$ cat config.mk
export PLATFORM = sky130hd
export DESIGN_NAME = ulpc_ram
export DESIGN_NICKNAME = d
export VERILOG_FILES = /design/src/rtl/ulpc_ram.sv
export SDC_FILE = /design/constraint.sdc
export NUM_CORES = 1
export LEC_CHECK = 0
export BUFFER_PORTS_ARGS = -buffer_cell sky130_fd_sc_hd__buf_2
export CAP_MARGIN = 20
export CORE_MARGIN = 2
export CORE_UTILIZATION = 24
export DETAILED_ROUTE_END_ITERATION = 10
export GPL_ROUTABILITY_DRIVEN = 0
export SKIP_LAST_GASP = 1
export SYNTH_ARGS = -nofsm -noshare
export SYNTH_HDL_FRONTEND = slang
export SYNTH_SLANG_ARGS = --single-unit
$ cat constraint.sdc
create_clock -name clk -period 1.6 [get_ports clk]
set_clock_uncertainty 0.05 [all_clocks]
set_input_delay 0.08 -clock clk [delete_from_list [all_inputs] [get_ports clk]]
set_output_delay 0.08 -clock clk [all_outputs]
set_load 0.03 [all_outputs]
$ cat src/rtl/ulpc_ram.sv
// ----------------------------------------------------------------------------
// ulpc_ram
// Generic RAM: one write port, two registered read ports.
// ----------------------------------------------------------------------------
module ulpc_ram #(
	parameter int WIDTH = 8,
	parameter int DEPTH = 16
) (
	input  logic                     clk,
	input  logic                     wr_en,
	input  logic [$clog2(DEPTH)-1:0] wr_addr,
	input  logic [WIDTH-1:0]         wr_data,
	input  logic                     rd_en,
	input  logic [$clog2(DEPTH)-1:0] rd_addr_a,
	input  logic [$clog2(DEPTH)-1:0] rd_addr_b,
	output logic [WIDTH-1:0]         rd_data_a,
	output logic [WIDTH-1:0]         rd_data_b
);

	logic [WIDTH-1:0] mem [DEPTH];

	always_ff @(posedge clk) begin
		if (wr_en) begin
			mem[wr_addr] <= wr_data;
		end
		if (rd_en) begin
			rd_data_a <= mem[rd_addr_a];
			rd_data_b <= mem[rd_addr_b];
		end
	end

endmodule

==> metrics, run 1 <==
Pleak=2.72 nW; Cells after Synth=307; area share of the largest cell type after synthesis=66.5%; clock transition at the registers of the reported paths=60 ps; Yosys reg bits=144; Layout area overhead=23.0%; initial drt markers=352; Hold Crit Class=in2reg; wire length per cell=21.7 µm; clk_lat worst skew=420 ps; setup slack, reg-to-reg=10 ps; CTS tree=done; post-DP HPWL=10900 µm; synth top area cells=edfxtp_1, mux4_2, mux4_1, a22oi_1, buf_6; CP Launch Type=register; H-tree depth=4; final setup fails=0; Flop pwr share=48.3%; Syn Std Cell Area=6510 µm²; final setup margin=13.5 ps; number of distinct library cells after synthesis=19; status=complete, no violations; WP data arrival=1700 ps; Post-DRT Antenna Nets=0; Max Cap Viol=0; core footprint=26800 µm²; initial core utilization=24.3%; drt pass-1 iters=5; Fin. Hold Viols=0; FMAX=0.630 GHz; Net Sw Frac=21.3%; DRC viols=0; CTS Buffer Depth=2; Boundary Pins=39; combinational cell fraction of total power=8.4%; clock power share=43.3%; Vias=3564; P_int=7.04 mW; post-synth top area cell=edfxtp_1; layout cells sized above 1=36.1%; Worst-Margin Slew=1180 ps; first-pass GRT wire length=24000 µm; RSZ-0062 raised after global routing=yes; Post-Syn Nets=330; PwrDens=1120 nW/µm²; DRT Wirelength=16100 µm; fillcell total=2548; Overflow after GRT=0; root buf cell=clkbuf_16; crit path capture type=register; Die W=169 µm; worst path required time=1710 ps; die height=169 µm; Inst Count DP=704; Finished Layout Cells=743; slew margin rel.=21.5%; vias per cell=4.80; die area=28400 µm²; Worst Path Max Fanout=2; WS Path Type=reg2reg; Period minus WS final=1590 ps; Ys Warns=0; Layout Nets=412; final period utilization=99.2%; sw power=1.91 mW; area occupied by multi-input gates=2040 µm²; # clock sinks=144; syn avg cell area=21.2 µm²; GRT Resource Usage Total=11.8%; ANT cells=0; Core Rows=60; PortBufs=38; sequential area share after synthesis=66.5%; pre-CTS WS=-151 ps; CTS Buf Count=17; FF+latch area=4320 µm²; vias in the first global route=3773; pin count of the biggest net entering global routing=22; initial antenna violation count=1; Slew Limit Fails=0; worst IR drop on VDD=0.796 mV
through the flow:
step                      hold slack (ps)  instance area, µm²  power, mW  TNS (ps)  utilization (%)
final                                20.6                8000       8.94         0             29.9
after global placement                416                7330       5.11      -967             27.3
after CTS                            8.81                7990       9.01     -18.4             29.8
after global routing                 21.0                8000       9.23      -135             29.9
after detailed placement              421                7330       5.13     -1170             27.3
after floorplan                       129                6510       4.83         0                -
cell usage in the layout (no fill, tap or decap), drive strengths merged:
cell,count
nand2b,2
nor2b,2
bufinv,3
and2b,2
dlygate4sd3,7
clkinv,7
inv,1
clkinvlp,1
edfxtp,144
and2,2
nor3,4
mux4,64
nand3b,2
nor2,14
buf,76
nand2,17
or3b,1
nand3,1
a22oi,32
clkbuf,20
layout make-up:
class | count | area share (%)
clock buffer | 20 | 5.46
multi-input combinational | 143 | 25.5
tap | 341 | 5.33
clock inverter | 12 | 1.77
timing repair buffer | 83 | 7.91
sequential | 144 | 54.0
registers in the layout, summed over array words and instances (netlist names):
| name | flops |
|---|---|
| mem | 128 |
| rd_data_a | 8 |
| rd_data_b | 8 |
power by group through the flow:
| stage | Clock (mW) | Combinational (mW) | Sequential, mW |
|---|---|---|---|
| after floorplan | 0 | 0.381 | 4.45 |
| after global placement | 0 | 0.721 | 4.39 |
| after detailed placement | 0 | 0.736 | 4.39 |
| after CTS | 3.94 | 0.755 | 4.32 |
| after global routing | 4.10 | 0.801 | 4.32 |
| final | 3.87 | 0.753 | 4.32 |
critical path: stages (launching register included):
cell and delay [ps]:
edfxtp_1 390, mux4_4 610, a22oi_2 190, nand2_1 100
cell families after synthesis:
family / count (synthesis) / synth area share (%)
flip-flops: 144 / 66.5
multiplexers: 64 / 23.8
AND/OR/NAND/NOR: 47 / 3.35
AO/OA/AOI/OAI: 32 / 3.69
buffers and inverters: 20 / 2.65
per-layer routing:
layer	up-vias	track usage, %	wire (µm)
li1	1521	-	-
met1	1898	15.3	7090
met2	113	18.4	7570
met3	30	4.19	1110
met4	2	3.97	311
met5	-	0	11
timing repair:
action	CTS	global route
buffers inserted	0	0
gates resized for setup	2	3
pin swaps	1	1
hold buffers	7	0
endpoints found under the setup margin	2	6
hold endpoints to repair	112	0
path summary, 6_finish.rpt:
check,from,endpoint,cells past startpoint
worst min-delay path,wr_data[0],mem[12][0]$_DFFE_PP_,1
worst max-delay path,mem[0][7]$_DFFE_PP_,rd_data_b[7]$_DFFE_PP_,3
worst max register to register,mem[0][7]$_DFFE_PP_,rd_data_b[7]$_DFFE_PP_,3
worst min register to register,mem[11][2]$_DFFE_PP_,rd_data_b[2]$_DFFE_PP_,3
synth_stat cells, drive strengths merged:
master	number
edfxtp	144
mux4	64
a22oi	32
nand2	17
buf	14
nor2	14
clkdlybuf4s25	6
nor3	4
and2	2
and2b	2
nand2b	2
nand3b	2
nor2b	2
nand3	1
or3b	1
(Power assumes the default switching activity.)
==> inputs of run 2 (changes only) <==
--- a/config.mk
+++ b/config.mk
@@ -11,6 +11,7 @@
 export CORE_UTILIZATION = 24
 export DETAILED_ROUTE_END_ITERATION = 10
 export GPL_ROUTABILITY_DRIVEN = 0
+export HOLD_SLACK_MARGIN = 0.1
 export SKIP_LAST_GASP = 1
 export SYNTH_ARGS = -nofsm -noshare
 export SYNTH_HDL_FRONTEND = slang
==> metrics, run 2 (synthesis gave the netlist of run 1 again) <==
RSZ-0062 raised after global routing=yes (unchanged); DP Area=7330 µm² (unchanged); Worst Path Max Fanout=2 (unchanged); Design Area, Final=8020 µm² (was 8000 µm²); Hold Crit Class=in2reg (unchanged); Worst-Margin Slew=1150 ps (was 1180 ps); die area=28400 µm² (unchanged); first-pass GRT wire length=24000 µm (unchanged); capturing point of the worst reg2reg path=rd_data_b[7]$_DFFE_PP_ (unchanged); wire length per cell=21.7 µm (about the same); initial antenna violation count=1 (unchanged); Period minus WS final=1580 ps (was 1590 ps); drt pass-1 iters=4 (was 5); CTS Buffer Depth=2 (unchanged); Layout area overhead=23.3% (was 23.0%); pin count of the biggest net entering global routing=22 (unchanged); clock transition at the registers of the reported paths=60 ps (about the same); Fin. Hold Viols=0 (unchanged); worst hold stages=3 (was 1); crit path capture type=register (unchanged); final setup fails=0 (unchanged); root buf cell=clkbuf_16 (unchanged); commonest non-fill, non-tap cell in the layout=edfxtp_1 (unchanged); vias per cell=4.74 (was 4.80); most frequent cells in the layout=edfxtp_1, buf_2, mux4_2 (unchanged); ANT cells=0 (unchanged); Design Power=8.94 mW (about the same); CP Capture Point=rd_data_b[7]$_DFFE_PP_ (unchanged); CTS Buf Count=17 (unchanged); Max Cap Viol=0 (unchanged); post-CTS setup buffer count=0 (unchanged); setup slack, reg-to-reg=20 ps (was 10 ps); CTS tree=done (unchanged); clk_lat worst skew=420 ps (about the same); final core utilization=29.9% (about the same); Post-DRT Antenna Nets=0 (unchanged); worst IR drop on VDD=0.795 mV (was 0.796 mV); critical path startpoint=mem[0][7]$_DFFE_PP_ (unchanged); slew margin rel.=22.9% (was 21.5%); Vias=3535 (was 3564); DRT Wirelength=16200 µm (was 16100 µm); PwrDens=1120 nW/µm² (about the same); initial drt markers=347 (was 352); reg-to-reg critical path startpoint=mem[0][7]$_DFFE_PP_ (unchanged); Core Rows=60 (unchanged); status=complete, no violations (unchanged); initial core utilization=24.3% (unchanged); core footprint=26800 µm² (unchanged); Boundary Pins=39 (unchanged); die height=169 µm (unchanged); vias in the first global route=3779 (was 3773); WP data arrival=1700 ps (about the same); FMAX=0.631 GHz (was 0.630 GHz); post-DP HPWL=10900 µm (unchanged); Post-Route Setup TNS=0 ps (unchanged); layout cells sized above 1=35.9% (was 36.1%); H-tree depth=4 (unchanged); Pleak=2.73 nW (was 2.72 nW); final setup margin=15.2 ps (was 13.5 ps); Layout Nets=414 (was 412); Slew Limit Fails=0 (unchanged); worst path required time=1710 ps (about the same); Die W=169 µm (unchanged); pre-CTS WS=-151 ps (unchanged); reg2reg path depth=3 (unchanged); max reg flops=128 (unchanged); Overflow after GRT=0 (unchanged); largest registers=mem: 128 flops, rd_data_a: 8 flops, rd_data_b: 8 flops (unchanged); # clock sinks=144 (unchanged); final period utilization=99.1% (was 99.2%); CP Launch Type=register (unchanged); largest reg by FF count=mem (unchanged); PortBufs=38 (unchanged); GRT Resource Usage Total=11.8% (unchanged); DRC viols=0 (unchanged); WS Path Type=reg2reg (unchanged)
==> run 2: stage by stage <==
stage / hold slack (ps) / cells
after floorplan: 129 / 307
after global placement: 416 / 704
after detailed placement: 421 / 704
after CTS: 173 / 745
after global routing: 197 / 745
final: 188 / 745
==> run 2: timing repair <==
action,CTS,global route
resized for setup,2,3
hold buffers,9,0
setup endpoints to repair,2,6
endpoints found under the hold margin,143,0
cloned,0,0
pin swaps,1,1
==> run 2: layout make-up <==
class	count	area, µm²
clock buffer	20	437
clock inverter	12	141
fill	2548	18800
multi-input combinational	143	2040
sequential	144	4320
tap	341	427
timing repair buffer	85	653
==> run 2: per-layer routing <==
layer | GRT usage, % | vias to the layer above | share of wire [%]
li1 | - | 1526 | -
met1 | 15.3 | 1863 | 43
met2 | 18.4 | 114 | 47
met3 | 4.19 | 30 | 8.5
met4 | 3.97 | 2 | 2.0
met5 | 0 | - | 0.068
==> run 2: worst min-delay path by stage <==
stage,startpoint,to,slack [ps]
6_report,wr_addr[0],mem[0][5]$_DFFE_PP_,190
5_1_grt,wr_addr[0],mem[0][6]$_DFFE_PP_,200
4_1_cts,wr_addr[0],mem[0][5]$_DFFE_PP_,170
3_5_place_dp,wr_data[5],mem[7][5]$_DFFE_PP_,420
3_3_place_gp,wr_data[6],mem[10][6]$_DFFE_PP_,420
2_1_floorplan,wr_data[0],mem[0][0]$_DFFE_PP_,130
==> run 2: critical path, stage by stage, from the launching register on <==
cell	delay, ps
edfxtp_1	380
mux4_4	610
a22oi_2	190
nand2_1	100
==> run 2: power breakdown <==
part,internal [mW],switching (mW)
Sequential,4.27,0.0433
Combinational,0.337,0.420
Clock,2.43,1.44
==> inputs of run 3 (changes only) <==
--- a/config.mk
+++ b/config.mk
@@ -5,6 +5,7 @@
 export SDC_FILE = /design/constraint.sdc
 export NUM_CORES = 1
 export LEC_CHECK = 0
+export ABC_AREA = 1
 export BUFFER_PORTS_ARGS = -buffer_cell sky130_fd_sc_hd__buf_2
 export CAP_MARGIN = 20
 export CORE_MARGIN = 2
==> metrics, run 3 <==
Crit path largest cell delay=460 ps (was 610 ps); die area=32300 µm² (was 28400 µm²); reg-to-reg critical path startpoint=mem[1][3]$_DFFE_PP_ (was mem[0][7]$_DFFE_PP_); CP Launch Type=register (unchanged); critical path startpoint=rd_data_a[0]$_DFFE_PP_ (was mem[0][7]$_DFFE_PP_); Top delay family on crit path=flip-flops (was multiplexers); Slew Limit Fails=0 (unchanged); Post-synth EDFFs=144 (unchanged); first-pass GRT wire length=33700 µm (was 24000 µm); pin count of the biggest net entering global routing=44 (was 22); synth top area cells=edfxtp_1, nand3_1, nand2_1, inv_1, buf_6 (was edfxtp_1, mux4_2, mux4_1, a22oi_1, buf_6); Fin. Hold Viols=0 (unchanged); Pleak=3.81 nW (was 2.73 nW); Cells after Synth=851 (was 307); layout cells sized above 1=10.9% (was 35.9%); most common cell in the netlist=nand2_1 (was edfxtp_1); largest registers=mem: 128 flops, rd_data_a: 8 flops, rd_data_b: 8 flops (unchanged); clk_lat worst skew=430 ps (was 420 ps); core footprint=30500 µm² (was 26800 µm²); commonest non-fill, non-tap cell in the layout=nand2_1 (was edfxtp_1); CP Capture Point=rd_data_a[0] (was rd_data_b[7]$_DFFE_PP_); PwrDens=1010 nW/µm² (was 1120 nW/µm²); max reg flops=128 (unchanged); PortBufs=38 (unchanged); WS Path Type=reg2out (was reg2reg); worst-path cell chain=buf_2 (was mux4_4 > a22oi_2 > nand2_1); WP data arrival=1100 ps (was 1700 ps); Slowest cell on crit path=edfxtp_1 (was mux4_4); initial antenna violation count=5 (was 1); synth cell count leaders=nand2_1, nand3_1, edfxtp_1 (was edfxtp_1, mux4_2, a22oi_1); Yosys reg bits=144 (unchanged); DP Area=8090 µm² (was 7330 µm²); Overflow after GRT=0 (unchanged); Design Area, Final=8710 µm² (was 8020 µm²); slew margin rel.=50.5% (was 22.9%); Vias=6057 (was 3535); reg2reg path depth=6 (was 3); number of distinct library cells after synthesis=12 (was 19); Post-Route Setup TNS=0 ps (unchanged); sequential area share after synthesis=58.3% (was 66.5%); setup slack, reg-to-reg=390 ps (was 20 ps); Max Cap Viol=0 (unchanged); H-tree depth=4 (unchanged); FMAX=0.812 GHz (was 0.631 GHz); syn avg cell area=8.72 µm² (was 21.2 µm²); final period utilization=76.9% (was 99.1%); capturing point of the worst reg2reg path=rd_data_b[3]$_DFFE_PP_ (was rd_data_b[7]$_DFFE_PP_); Buf/Inv on CP=1 (was 0); Hold Crit Class=in2reg (unchanged); Layout Nets=926 (was 414); Layout area overhead=17.3% (was 23.3%); status=complete, no violations (unchanged); # resized after CTS=0 (was 2); Worst-Margin Slew=742 ps (was 1150 ps); post-DP HPWL=13300 µm (was 10900 µm); DRT Wirelength=21500 µm (was 16200 µm); # clock sinks=144 (unchanged); Boundary Pins=39 (unchanged); Ys Warns=0 (unchanged); area share of the largest cell type after synthesis=58.3% (was 66.5%); RSZ-0062 raised after global routing=no (was yes); vias per cell=4.60 (was 4.74); crit path capture type=output pin (was register); Post-DRT Antenna Nets=0 (unchanged); cts hold-fix bufs=9 (unchanged); post-synth top area cell=edfxtp_1 (unchanged); final setup fails=0 (unchanged); GRT Resource Usage Total=13.6% (was 11.8%); largest reg by FF count=mem (unchanged); DRC viols=0 (unchanged); clock transition at the registers of the reported paths=60 ps (about the same); critical path depth=1 (was 3); initial drt markers=786 (was 347); FFs w/ async S/R, synth=0% (unchanged); initial core utilization=24.3% (about the same); CTS Buf Count=17 (unchanged); worst path required time=1470 ps (was 1710 ps); CTS Buffer Depth=2 (unchanged); wire length per cell=16.3 µm (was 21.7 µm); top_reg_cell synth=edfxtp_1 (unchanged); Worst Path Max Fanout=1 (was 2); Period minus WS final=1230 ps (was 1580 ps); Post-Syn Nets=874 (was 330); post-CTS setup buffer count=0 (unchanged); drt pass-1 iters=5 (was 4); Die W=180 µm (was 169 µm); CTS tree=done (unchanged); root buf cell=clkbuf_16 (unchanged); worst IR drop on VDD=0.717 mV (was 0.795 mV); vias in the first global route=5941 (was 3779); Syn Std Cell Area=7420 µm² (was 6510 µm²); most frequent cells in the layout=nand2_1, nand3_1, edfxtp_1 (was edfxtp_1, buf_2, mux4_2); Core Rows=64 (was 60); die height=180 µm (was 169 µm)
run 3: power by group:
group / leakage [nW] / switching (mW) / internal (mW)
registers: 1.31 / 0.0324 / 4.27
logic: 2.24 / 0.661 / 0.284
clock network: 0.257 / 1.42 / 2.10
run 3: cell families (layout without fill, tap and decap cells):
| family | Yosys count | after routing | synth area share, % |
|---|---|---|---|
| DFF | 144 | 144 | 58.3 |
| buffers and inverters | 186 | 251 | 11.5 |
| other | 0 | 4 | 0 |
| and+or+nand+nor | 521 | 521 | 30.3 |
run 3: per-stage QoR:
| stage | std cells | power [mW] | worst slack [ps] | hold WS (ps) | util, % |
|---|---|---|---|---|---|
| floorplan | 851 | 4.97 | 519 | 129 | - |
| global placement | 1271 | 5.29 | 164 | 421 | 26.5 |
| detailed placement | 1271 | 5.30 | 169 | 424 | 26.5 |
| CTS | 1312 | 8.81 | 364 | 125 | 28.5 |
| global route | 1315 | 9.11 | 285 | 145 | 28.5 |
| finish | 1316 | 8.77 | 369 | 145 | 28.5 |
run 3: how the worst min path moves through the flow:
stage | from | to | slack (ps) | cells past startpoint
global route | rd_addr_b[3] | rd_data_b[4]$_DFFE_PP_ | 140 | 4
floorplan | wr_data[0] | mem[0][0]$_DFFE_PP_ | 130 | 0
detailed placement | wr_data[4] | mem[8][4]$_DFFE_PP_ | 420 | 1
global placement | wr_data[4] | mem[8][4]$_DFFE_PP_ | 420 | 1
CTS | rd_addr_b[3] | rd_data_b[4]$_DFFE_PP_ | 120 | 4
finish | rd_addr_b[3] | rd_data_b[4]$_DFFE_PP_ | 150 | 4
run 3: area by class of cell:
type	count	area, µm²
Multi-Input combinational cell	521	2240
Clock inverter	9	67.6
Clock buffer	23	448
Inverter	138	518
Fill cell	3162	21800
Antenna cell	4	10.0
Tap cell	396	495
Sequential cell	144	4320
Timing Repair Buffer	81	598
run 3: layer usage:
layer | wire, µm | global-route usage, %
met1 | 8920 | 17.4
met4 | 802 | 6.86
met3 | 2040 | 3.46
met5 | 7 | 0
met2 | 9690 | 21.2
