**src/rtl/ulpc_pkg.sv**
```systemverilog
// ----------------------------------------------------------------------------
// ulpc_pkg
// Shared types, constants and helpers for the UTF-8 letter palindrome checker.
// ----------------------------------------------------------------------------
package ulpc_pkg;

	localparam int MAX_LETTERS_DEF = 1024;
	localparam int LETTER_W        = 11;
	localparam int CP_W            = 21;

	// Cyrillic and Latin range bounds, the Yo pair and the case delta
	localparam logic [CP_W-1:0] CYR_FIRST   = 21'h000410;
	localparam logic [CP_W-1:0] CYR_UPPER_Z = 21'h00042F;
	localparam logic [CP_W-1:0] CYR_LAST    = 21'h00044F;
	localparam logic [CP_W-1:0] CYR_YO_UP   = 21'h000401;
	localparam logic [CP_W-1:0] CYR_YO_LO   = 21'h000451;
	localparam logic [CP_W-1:0] LAT_UP_A    = 21'h000041;
	localparam logic [CP_W-1:0] LAT_UP_Z    = 21'h00005A;
	localparam logic [CP_W-1:0] LAT_LO_A    = 21'h000061;
	localparam logic [CP_W-1:0] LAT_LO_Z    = 21'h00007A;
	localparam logic [CP_W-1:0] CASE_DELTA  = 21'h000020;

	// UTF-8 prefix codes
	localparam logic [1:0] CONT_TAG  = 2'b10;
	localparam logic [2:0] LEAD2_TAG = 3'b110;
	localparam logic [3:0] LEAD3_TAG = 4'b1110;
	localparam logic [4:0] LEAD4_TAG = 5'b11110;

	typedef enum logic [1:0] {
		ST_IDLE,
		ST_READ,
		ST_CMP,
		ST_DONE
	} ulpc_state_t;

	typedef struct packed {
		logic                valid;
		logic [LETTER_W-1:0] code;
	} letter_t;

	function automatic logic is_letter(input logic [CP_W-1:0] cp);
		is_letter = (cp inside {[LAT_UP_A:LAT_UP_Z], [LAT_LO_A:LAT_LO_Z],
			[CYR_FIRST:CYR_LAST], CYR_YO_UP, CYR_YO_LO});
	endfunction

	function automatic logic [LETTER_W-1:0] fold(input logic [CP_W-1:0] cp);
		logic [CP_W-1:0] r;
		if (cp inside {[LAT_UP_A:LAT_UP_Z], [CYR_FIRST:CYR_UPPER_Z]}) begin
			r = cp + CASE_DELTA;
		end else if (cp == CYR_YO_UP) begin
			r = CYR_YO_LO;
		end else begin
			r = cp;
		end
		fold = r[LETTER_W-1:0];
	endfunction

endpackage

```
**src/rtl/ulpc_decode.sv**
```systemverilog
// ----------------------------------------------------------------------------
// ulpc_decode
// UTF-8 byte decoder with letter filter and case fold.
// ----------------------------------------------------------------------------
module ulpc_decode (
	input  logic              clk,
	input  logic              arst_n,
	input  logic              take,
	input  logic [7:0]        text_byte,
	input  logic              end_of_line,
	output ulpc_pkg::letter_t letter
);

	logic [ulpc_pkg::CP_W-1:0] part_q;
	logic [ulpc_pkg::CP_W-1:0] part_d;
	logic [1:0]                cont_q;
	logic [1:0]                cont_d;
	logic [ulpc_pkg::CP_W-1:0] shifted;
	logic [ulpc_pkg::CP_W-1:0] cp;
	logic                      cp_vld;
	logic                      handled;

	assign shifted = {part_q[ulpc_pkg::CP_W-7:0], text_byte[5:0]};

	always_comb begin
		part_d  = part_q;
		cont_d  = cont_q;
		cp      = '0;
		cp_vld  = 1'b0;
		handled = 1'b0;
		if (cont_q != 2'd0) begin
			if (text_byte[7:6] == ulpc_pkg::CONT_TAG) begin
				handled = 1'b1;
				cont_d  = cont_q - 2'd1;
				if (cont_q == 2'd1) begin
					cp     = shifted;
					cp_vld = 1'b1;
					part_d = '0;
				end else begin
					part_d = shifted;
				end
			end else begin
				// broken sequence: drop it, re-examine this byte as a lead
				cont_d = 2'd0;
				part_d = '0;
			end
		end
		if (!handled) begin
			if (!text_byte[7]) begin
				cp     = {{(ulpc_pkg::CP_W-8){1'b0}}, text_byte};
				cp_vld = 1'b1;
			end else if (text_byte[7:5] == ulpc_pkg::LEAD2_TAG) begin
				part_d = {{(ulpc_pkg::CP_W-5){1'b0}}, text_byte[4:0]};
				cont_d = 2'd1;
			end else if (text_byte[7:4] == ulpc_pkg::LEAD3_TAG) begin
				part_d = {{(ulpc_pkg::CP_W-4){1'b0}}, text_byte[3:0]};
				cont_d = 2'd2;
			end else if (text_byte[7:3] == ulpc_pkg::LEAD4_TAG) begin
				part_d = {{(ulpc_pkg::CP_W-3){1'b0}}, text_byte[2:0]};
				cont_d = 2'd3;
			end
		end
		if (end_of_line) begin
			// an open sequence at line end is dropped
			part_d = '0;
			cont_d = 2'd0;
		end
	end

	assign letter.valid = take && cp_vld && ulpc_pkg::is_letter(cp);
	assign letter.code  = ulpc_pkg::fold(cp);

	always_ff @(posedge clk or negedge arst_n) begin
		if (!arst_n) begin
			part_q <= '0;
			cont_q <= 2'd0;
		end else if (take) begin
			part_q <= part_d;
			cont_q <= cont_d;
		end
	end

endmodule

```
**config.mk**
```make
export PLATFORM = sky130hd
export DESIGN_NAME = ulpc_decode
export DESIGN_NICKNAME = d
export VERILOG_FILES = /design/src/rtl/ulpc_pkg.sv /design/src/rtl/ulpc_decode.sv
export SDC_FILE = /design/constraint.sdc
export NUM_CORES = 1
export LEC_CHECK = 0
export BUFFER_PORTS_ARGS = -buffer_cell sky130_fd_sc_hd__buf_4
export CORE_MARGIN = 2
export CORE_UTILIZATION = 29
export CTS_CLUSTER_DIAMETER = 150
export DETAILED_ROUTE_END_ITERATION = 8
export GPL_ROUTABILITY_DRIVEN = 0
export GPL_TIMING_DRIVEN = 1
export PLACE_DENSITY = 0.47
export SYNTH_ARGS = -nofsm -noshare
export SYNTH_HDL_FRONTEND = slang
export SYNTH_SLANG_ARGS = --single-unit
```
**constraint.sdc**
```tcl
create_clock -name clk -period 4.9 [get_ports clk]
set_input_delay 1.225 -clock clk [delete_from_list [all_inputs] [get_ports clk]]
set_output_delay 1.225 -clock clk [all_outputs]
set_load 0.05 [all_outputs]
```
==> results of run 1 <==
[stage by stage]
| step | utilization | TNS, ps | hold WS, ps | power, mW | cells |
|---|---|---|---|---|---|
| floorplan | - | 0 | 448 | 0.228 | 169 |
| global placement | 0.345 | -21.7 | 486 | 0.261 | 253 |
| detailed placement | 0.345 | -33.0 | 485 | 0.262 | 253 |
| CTS | 0.356 | 0 | 498 | 0.369 | 257 |
| global route | 0.358 | 0 | 538 | 0.390 | 257 |
| finish | 0.358 | 0 | 502 | 0.365 | 257 |
[cells by family (layout without fill, tap and decap cells)]
kind of cell | count (synthesis) | in the layout | share of synthesized area
and+or+nand+nor | 69 | 69 | 0.263
DFF | 17 | 17 | 0.300
AOI/OAI and AO/OA | 53 | 53 | 0.270
adders and majority gates | 7 | 7 | 0.0617
xor gates and xnor gates | 2 | 2 | 0.0123
buffers and inverters | 19 | 40 | 0.0793
muxes | 2 | 2 | 0.0141
[layout by cell type (no fill, tap or decap), types with 2 or more instances in the layout]
| cell | n |
|---|---|
| sky130_fd_sc_hd__nand3_1 | 6 |
| sky130_fd_sc_hd__o21ai_1 | 2 |
| sky130_fd_sc_hd__ha_1 | 7 |
| sky130_fd_sc_hd__and3_1 | 3 |
| sky130_fd_sc_hd__a31oi_1 | 2 |
| sky130_fd_sc_hd__clkbuf_8 | 3 |
| sky130_fd_sc_hd__nor2_1 | 10 |
| sky130_fd_sc_hd__a22oi_1 | 2 |
| sky130_fd_sc_hd__nand2_1 | 18 |
| sky130_fd_sc_hd__nor3_1 | 6 |
| sky130_fd_sc_hd__nand4b_1 | 2 |
| sky130_fd_sc_hd__nor4_1 | 2 |
| sky130_fd_sc_hd__nor2b_1 | 3 |
| sky130_fd_sc_hd__and2_1 | 5 |
| sky130_fd_sc_hd__buf_4 | 28 |
| sky130_fd_sc_hd__a22o_1 | 14 |
| sky130_fd_sc_hd__nand4_1 | 4 |
| sky130_fd_sc_hd__or4_1 | 2 |
| sky130_fd_sc_hd__xnor2_1 | 2 |
| sky130_fd_sc_hd__o21ai_0 | 11 |
| sky130_fd_sc_hd__inv_1 | 8 |
| sky130_fd_sc_hd__dfrtp_1 | 17 |
| sky130_fd_sc_hd__a21oi_1 | 6 |
[power by group through the flow]
| stage | combinational [mW] | clock, mW | sequential [mW] |
|---|---|---|---|
| floorplan | 0.0759 | 0 | 0.152 |
| global route | 0.120 | 0.117 | 0.153 |
| detailed placement | 0.107 | 0 | 0.155 |
| finish | 0.109 | 0.104 | 0.152 |
| CTS | 0.108 | 0.109 | 0.152 |
| global placement | 0.107 | 0 | 0.155 |
[per-layer routing]
metal  global-route usage  vias to the layer above  wire [µm]
li1                     -                      669          -
met1                0.228                      696       2060
met2                0.260                       42       1950
met3              0.00949                        7        123
met4               0.0707                        0         66
met5                    0                        -          0
[final cells by class]
type	count	area [µm²]	area share
Clock buffer	4	45.0	0.0267
Inverter	8	30.0	0.0178
Multi-Input combinational cell	133	895	0.530
Sequential cell	17	425	0.252
Tap cell	67	83.8	0.0496
Timing Repair Buffer	28	210	0.124
[flip-flops by register name, summed over array words and instances, names as in the netlist]
signal	flops
cont_q	2
part_q	15
[repair_timing]
item	CTS	global route
endpoints found under the setup margin	1	3
hold endpoints to repair	0	0
gates resized for setup	1	1
pin swaps	0	0
[worst min path at each step]
stage / from / endpoint / slack [ps]
final: cont_q[1]$_DFFE_PN0P_ / cont_q[1]$_DFFE_PN0P_ / 500
after global routing: part_q[10]$_DFFE_PN0P_ / part_q[10]$_DFFE_PN0P_ / 540
after CTS: cont_q[1]$_DFFE_PN0P_ / cont_q[1]$_DFFE_PN0P_ / 500
after detailed placement: cont_q[1]$_DFFE_PN0P_ / cont_q[1]$_DFFE_PN0P_ / 490
after global placement: cont_q[1]$_DFFE_PN0P_ / cont_q[1]$_DFFE_PN0P_ / 490
after floorplan: cont_q[1]$_DFFE_PN0P_ / cont_q[1]$_DFFE_PN0P_ / 450
[tightest hold or removal path, cell delays in order, from the launching register on]
cell and delay [ps]:
sky130_fd_sc_hd__dfrtp_1 350, sky130_fd_sc_hd__nand2_1 60, sky130_fd_sc_hd__o31ai_1 60
==> reports/summary.txt, run 1 <==
==============================================================================
Unrepaired setup endpoints after global routing                          false
Final-report max-slew violation count                                        0
Async set or reset register ratio after synthesis                         1.00
Cell breakdown of the critical path                               buf_4 > or3b_1 > nand2_1 > nand2_1 > ha_1 > nor2b_1 > a221oi_1 > o31a_2 > a21oi_1 > o21ai_0 > o311a_1 > buf_4
Relative contribution of sequential cells to total power                 0.417
Die area                                                              5470 µm²
Buffer count from post-CTS setup fixing                                      0
Delay of the slowest cell on the worst path                             390 ps
Design internal power                                                 0.242 mW
Residual DRC                                                                 0
Total cell area at the placement stage                                1630 µm²
CTS sink cnt                                                                17
TritonCTS clock tree                                                       yes
FF-to-FF End                                                      part_q[1]$_DFFE_PN0P_
CTS Hold Buffers Added                                                       0
Path category of the worst min-delay check                             reg2reg
Wire length of the first global-routing pass                           6930 µm
Count of yosys warnings during synthesis                                     0
Logic gate share of total power                                          0.299
Count of different cell masters after synthesis                             50
Mean Syn Cell Area                                                    8.40 µm²
Num rows                                                                    25
Startpoint class of the critical path                               input port
Post-Place Setup Slack                                                -33.0 ps
Chip Height                                                            74.0 µm
Via count                                                                 1414
H-tree depth reported by CTS                                                 1
Half-perimeter wire length after detailed placement                    3090 µm
Main area contributors after synthesis                            sky130_fd_sc_hd__dfrtp_1 30%, sky130_fd_sc_hd__a22o_1 8.6%, sky130_fd_sc_hd__ha_1 6.2%
Routed Antenna Nets                                                          0
Core Box Area                                                         4720 µm²
Highest achievable clock rate                                        0.211 GHz
Critical Path End Type                                              output pin
Levels on crit path                                                         12
Synthesized instance count                                                 169
Psw                                                                   0.123 mW
Worst Path Buf+Inv                                                           2
Area share of the largest cell type after synthesis                      0.300
Total overflow reported by the global router                                 0
Cell taking the most area after synthesis                         sky130_fd_sc_hd__dfrtp_1
Shortest period the worst path allows                                  4740 ps
Peak supply drop                                                   0.0000831 V
Number of iterations in the first detailed-routing pass                      4
Most frequent cell after synthesis                                sky130_fd_sc_hd__nand2_1
Number of buffers added by the clock tree synthesis step                     3
Count of state elements after synthesis                                     17
End of the critical path                                            letter[11]
Fraction of final layout cells sized beyond drive strength 1             0.200
Gate family responsible for the most delay along the worst path   compound AO/OA/AOI/OAI gates
Netlist area before placement                                         1420 µm²
Post-route clock skew                                                  2.10 ps
Clock power frac                                                         0.285
Wire length after detailed routing                                     4200 µm
Clock tree buffer depth                                                      2
Number of input and output port buffers inserted                            23
Clk root buf                                                      sky130_fd_sc_hd__clkbuf_8
Worst R2R Setup Slack                                                  2880 ps
Maximum number of pins on one net before global-route repair                19
Drt wl/cell                                                            16.3 µm
Final worst path period share                                            0.968
Number of setup violations in the final report                               0
Worst EP required                                                      3670 ps
Num ports                                                                   24
Reg2reg path depth                                                           5
Slowest-stage cell, CP                                            sky130_fd_sc_hd__or3b_1
Net count after synthesis                                                  188
WS Path Type                                                            in2out
Share of the yosys chip area belonging to registers                      0.300
Final hold violation count                                                   0
Max transition margin                                                    0.339
Number of enable-type register cells in the synthesized netlist              0
Worst Tran Pin Value                                                    984 ps
Via count normalized by instance count                                    5.50
Static leakage                                                        0.783 nW
Skew-Pair Late Insertion Delay                                          250 ps
Layout area overhead                                                     18.9%
Final Net Count                                                            210
Status                                                               completed
Die W                                                                  74.0 µm
Antenna violations before repair                                             0
Maxcap violations                                                            0
Number of global-route vias before repair                                 1403
Layout Cell Area excl Fill                                            1690 µm²
Signal arrival time at the worst endpoint                              3520 ps
Setup ws final                                                          156 ps
Worst r2r src                                                     cont_q[0]$_DFFE_PN0P_
Worst-path clk slew                                                      60 ps
Startpoint of the most critical setup path                        text_byte[6]
P per Cell Area                                                     216 nW/µm²
Switching share of power                                                 0.337
Effective utilization at floorplan                                       0.301
Top FF cell, synth                                                sky130_fd_sc_hd__dfrtp_1
Count of filler cells inserted in the layout                               490
Hold-critical path depth                                                     2
GRT Resource Usage Total                                                 0.163
Most common library cells after synthesis                         18 x sky130_fd_sc_hd__nand2_1, 17 x sky130_fd_sc_hd__dfrtp_1, 14 x sky130_fd_sc_hd__a22o_1, 13 x sky130_fd_sc_hd__o21ai_0, 10 x sky130_fd_sc_hd__nor2_1
DRC violation total after the first TritonRoute iteration                  107
Total inserted antenna cells                                                 0
Largest fanout of any net on the critical path                               7
==============================================================================
Power figures use the tool's default switching activity.
==> run 2: changes to the inputs <==
--- a/config.mk
+++ b/config.mk
@@ -12,7 +12,6 @@
 export DETAILED_ROUTE_END_ITERATION = 8
 export GPL_ROUTABILITY_DRIVEN = 0
 export GPL_TIMING_DRIVEN = 1
-export PLACE_DENSITY = 0.47
 export SYNTH_ARGS = -nofsm -noshare
 export SYNTH_HDL_FRONTEND = slang
 export SYNTH_SLANG_ARGS = --single-unit
==> run 2 against run 1 <==
  * Count of clock-buffer cells in the layout stayed put
  * Critical path depth stayed put
  * Sequential power hardly changed
  * First-iteration DRC count is 45% lower
  * Wire length is 8.2% lower
  * Non-clock buffer count is 3 higher
  * Design area is 0.81% higher
  * Global-route usage is 2.1 points lower
  * Flip-flop and latch count stayed put
  * Fmax is 0.23% higher
==> reports/summary.txt, run 2 (synthesis results as in run 1) <==
===========================================================================
Status                                                            completed
Chip Height                                                         74.0 µm   unchanged
Num ports                                                                24   unchanged
Core Box Area                                                      4720 µm²   unchanged
Critical Path End Type                                           output pin
Worst EP required                                                   3670 ps   about the same
Path category of the worst min-delay check                          reg2reg
Worst-path clk slew                                                   60 ps   about the same
Final hold violation count                                                0   unchanged
Half-perimeter wire length after detailed placement                 2900 µm   -6.0%
DRC violation total after the first TritonRoute iteration                59   -45%
Num rows                                                                 25   unchanged
Final Total Pwr                                                    0.364 mW   -0.32%
Wire length of the first global-routing pass                        6220 µm   -10%
Global route hottest layer                                             met2
Die area                                                           5470 µm²   unchanged
Largest fanout of any net on the critical path                           14   +7
Max transition margin                                                 0.716   +0.377
Maximum number of pins on one net before global-route repair             19   unchanged
Routed Antenna Nets                                                       0   unchanged
Startpoint class of the critical path                            input port
Met3 Usage GRT                                                       0.0217   +0.0122
Layout area overhead                                                  19.9%
CTS Hold Buffers Added                                                    0   unchanged
Highest achievable clock rate                                     0.211 GHz   +0.23%
Number of buffers added by the clock tree synthesis step                  3   unchanged
Max reg flops                                                            15   unchanged
Commonest cells after routing, fill and taps aside             31 x sky130_fd_sc_hd__buf_4, 18 x sky130_fd_sc_hd__nand2_1, 17 x sky130_fd_sc_hd__dfrtp_1, 14 x sky130_fd_sc_hd__a22o_1, 12 x sky130_fd_sc_hd__o21ai_0
Setup TNS Final                                                        0 ps   unchanged
Post-route clock skew                                               1.42 ps   -0.673 ps
Fraction of final layout cells sized beyond drive strength 1          0.212   +0.0124
Total inserted antenna cells                                              0   unchanged
Residual DRC                                                              0   unchanged
Antenna violations before repair                                          0   unchanged
Final worst path period share                                         0.966   -0.00221
Final Net Count                                                         213   +1.4%
Registers with the most flip-flops                             part_q (15), cont_q (2)
Via count                                                              1405   -0.64%
Maxcap violations                                                         0   unchanged
Number of setup violations in the final report                            0   unchanged
Number of global-route vias before repair                              1329   -5.3%
Signal arrival time at the worst endpoint                           3510 ps   about the same
Total overflow reported by the global router                              0   unchanged
Via count normalized by instance count                                 5.40   -1.8%
Number of input and output port buffers inserted                         23   unchanged
H-tree depth reported by CTS                                              1   unchanged
Met2 GRT Util                                                         0.223   -0.0367
GRT Resource Usage Total                                              0.142   -0.0212
Die W                                                               74.0 µm   unchanged
Static leakage                                                     0.797 nW   +1.8%
P per Cell Area                                                  214 nW/µm²   -1.1%
Most common cell after layout, fill and taps aside             sky130_fd_sc_hd__buf_4
Drt wl/cell                                                         14.8 µm   -9.3%
Final-report max-slew violation count                                     0   unchanged
TritonCTS clock tree                                                    yes
Shortest period the worst path allows                               4730 ps   -10.8 ps
Global routing usage on met1                                          0.206   -0.0222
WS Path Type                                                         in2out
Clock tree buffer depth                                                   2   unchanged
Unrepaired setup endpoints after global routing                       false
Skew-Pair Late Insertion Delay                                       250 ps   about the same
Wire length after detailed routing                                  3850 µm   -8.2%
Effective utilization at floorplan                                    0.301   unchanged
Worst R2R Setup Slack                                               3080 ps   +200 ps
CTS sink cnt                                                             17   unchanged
Worst Tran Pin Value                                                 417 ps   -567 ps
Clk root buf                                                   sky130_fd_sc_hd__clkbuf_8
Most flop-heavy register                                             part_q
Peak supply drop                                                 0.000130 V   +56%
Number of iterations in the first detailed-routing pass                   4   unchanged
===========================================================================
[run 2: cell types whose count changed in the layout (fill, tap and decap cells not counted), sizes merged]
cell  before  now
buf       28   31
[run 2: critical path, cell delays in order]
cell and delay (ps):
sky130_fd_sc_hd__buf_4 160, sky130_fd_sc_hd__or3b_1 400, sky130_fd_sc_hd__nand2_1 100, sky130_fd_sc_hd__nand2_1 150
sky130_fd_sc_hd__ha_1 250, sky130_fd_sc_hd__nor2b_1 130, sky130_fd_sc_hd__a221oi_1 270, sky130_fd_sc_hd__o31a_2 190
sky130_fd_sc_hd__a21oi_1 30, sky130_fd_sc_hd__o21ai_0 210, sky130_fd_sc_hd__o311a_1 190, sky130_fd_sc_hd__buf_4 190
[run 2: per-layer routing]
layer,wire length (µm),vias up
li1,-,678
met1,1850,656
met2,1670,62
met3,274,9
met4,53,0
met5,0,-
[run 2: cell type report]
class / count / area (µm²)
flip-flops and latches: 17 / 425
well taps: 67 / 83.8
clock buffers: 4 / 45.0
inverters: 8 / 30.0
repair buffers: 31 / 233
multi-input cells: 133 / 886
fillers: 509 / 3020
[run 2: report_power, final]
part           total [mW]  leakage (nW)  internal [mW]  switching (mW)
logic               0.109         0.540         0.0399          0.0687
registers           0.151         0.235          0.146         0.00594
clock network       0.104        0.0228         0.0576          0.0460
[run 2: repair_timing]
item	in CTS	in global routing
setup endpoints to repair	0	4
setup buffers	0	0
resized for setup	0	1
[run 2: per-stage QoR]
| stage | cell area (µm²) | instances | hold slack [ps] | util | worst slack [ps] |
|---|---|---|---|---|---|
| 6_report | 1700 | 260 | 508 | 0.361 | 167 |
| 5_1_grt | 1700 | 260 | 528 | 0.361 | 12.8 |
| 4_1_cts | 1700 | 260 | 514 | 0.360 | 31.8 |
| 3_5_place_dp | 1650 | 256 | 494 | 0.350 | 59.1 |
| 3_3_place_gp | 1650 | 256 | 471 | 0.350 | 46.7 |
| 2_1_floorplan | 1420 | 169 | 448 | - | 10.8 |
[run 2: final timing paths]
check | endpoint | from | cells after the start
min in group asynchronous | part_q[9]$_DFFE_PN0P_ | arst_n | 1
max in group asynchronous | part_q[1]$_DFFE_PN0P_ | arst_n | 1
min reg2reg | cont_q[1]$_DFFE_PN0P_ | cont_q[1]$_DFFE_PN0P_ | 2
min | cont_q[1]$_DFFE_PN0P_ | cont_q[1]$_DFFE_PN0P_ | 2
max | letter[11] | text_byte[6] | 12
max reg2reg | part_q[3]$_DFFE_PN0P_ | cont_q[0]$_DFFE_PN0P_ | 6
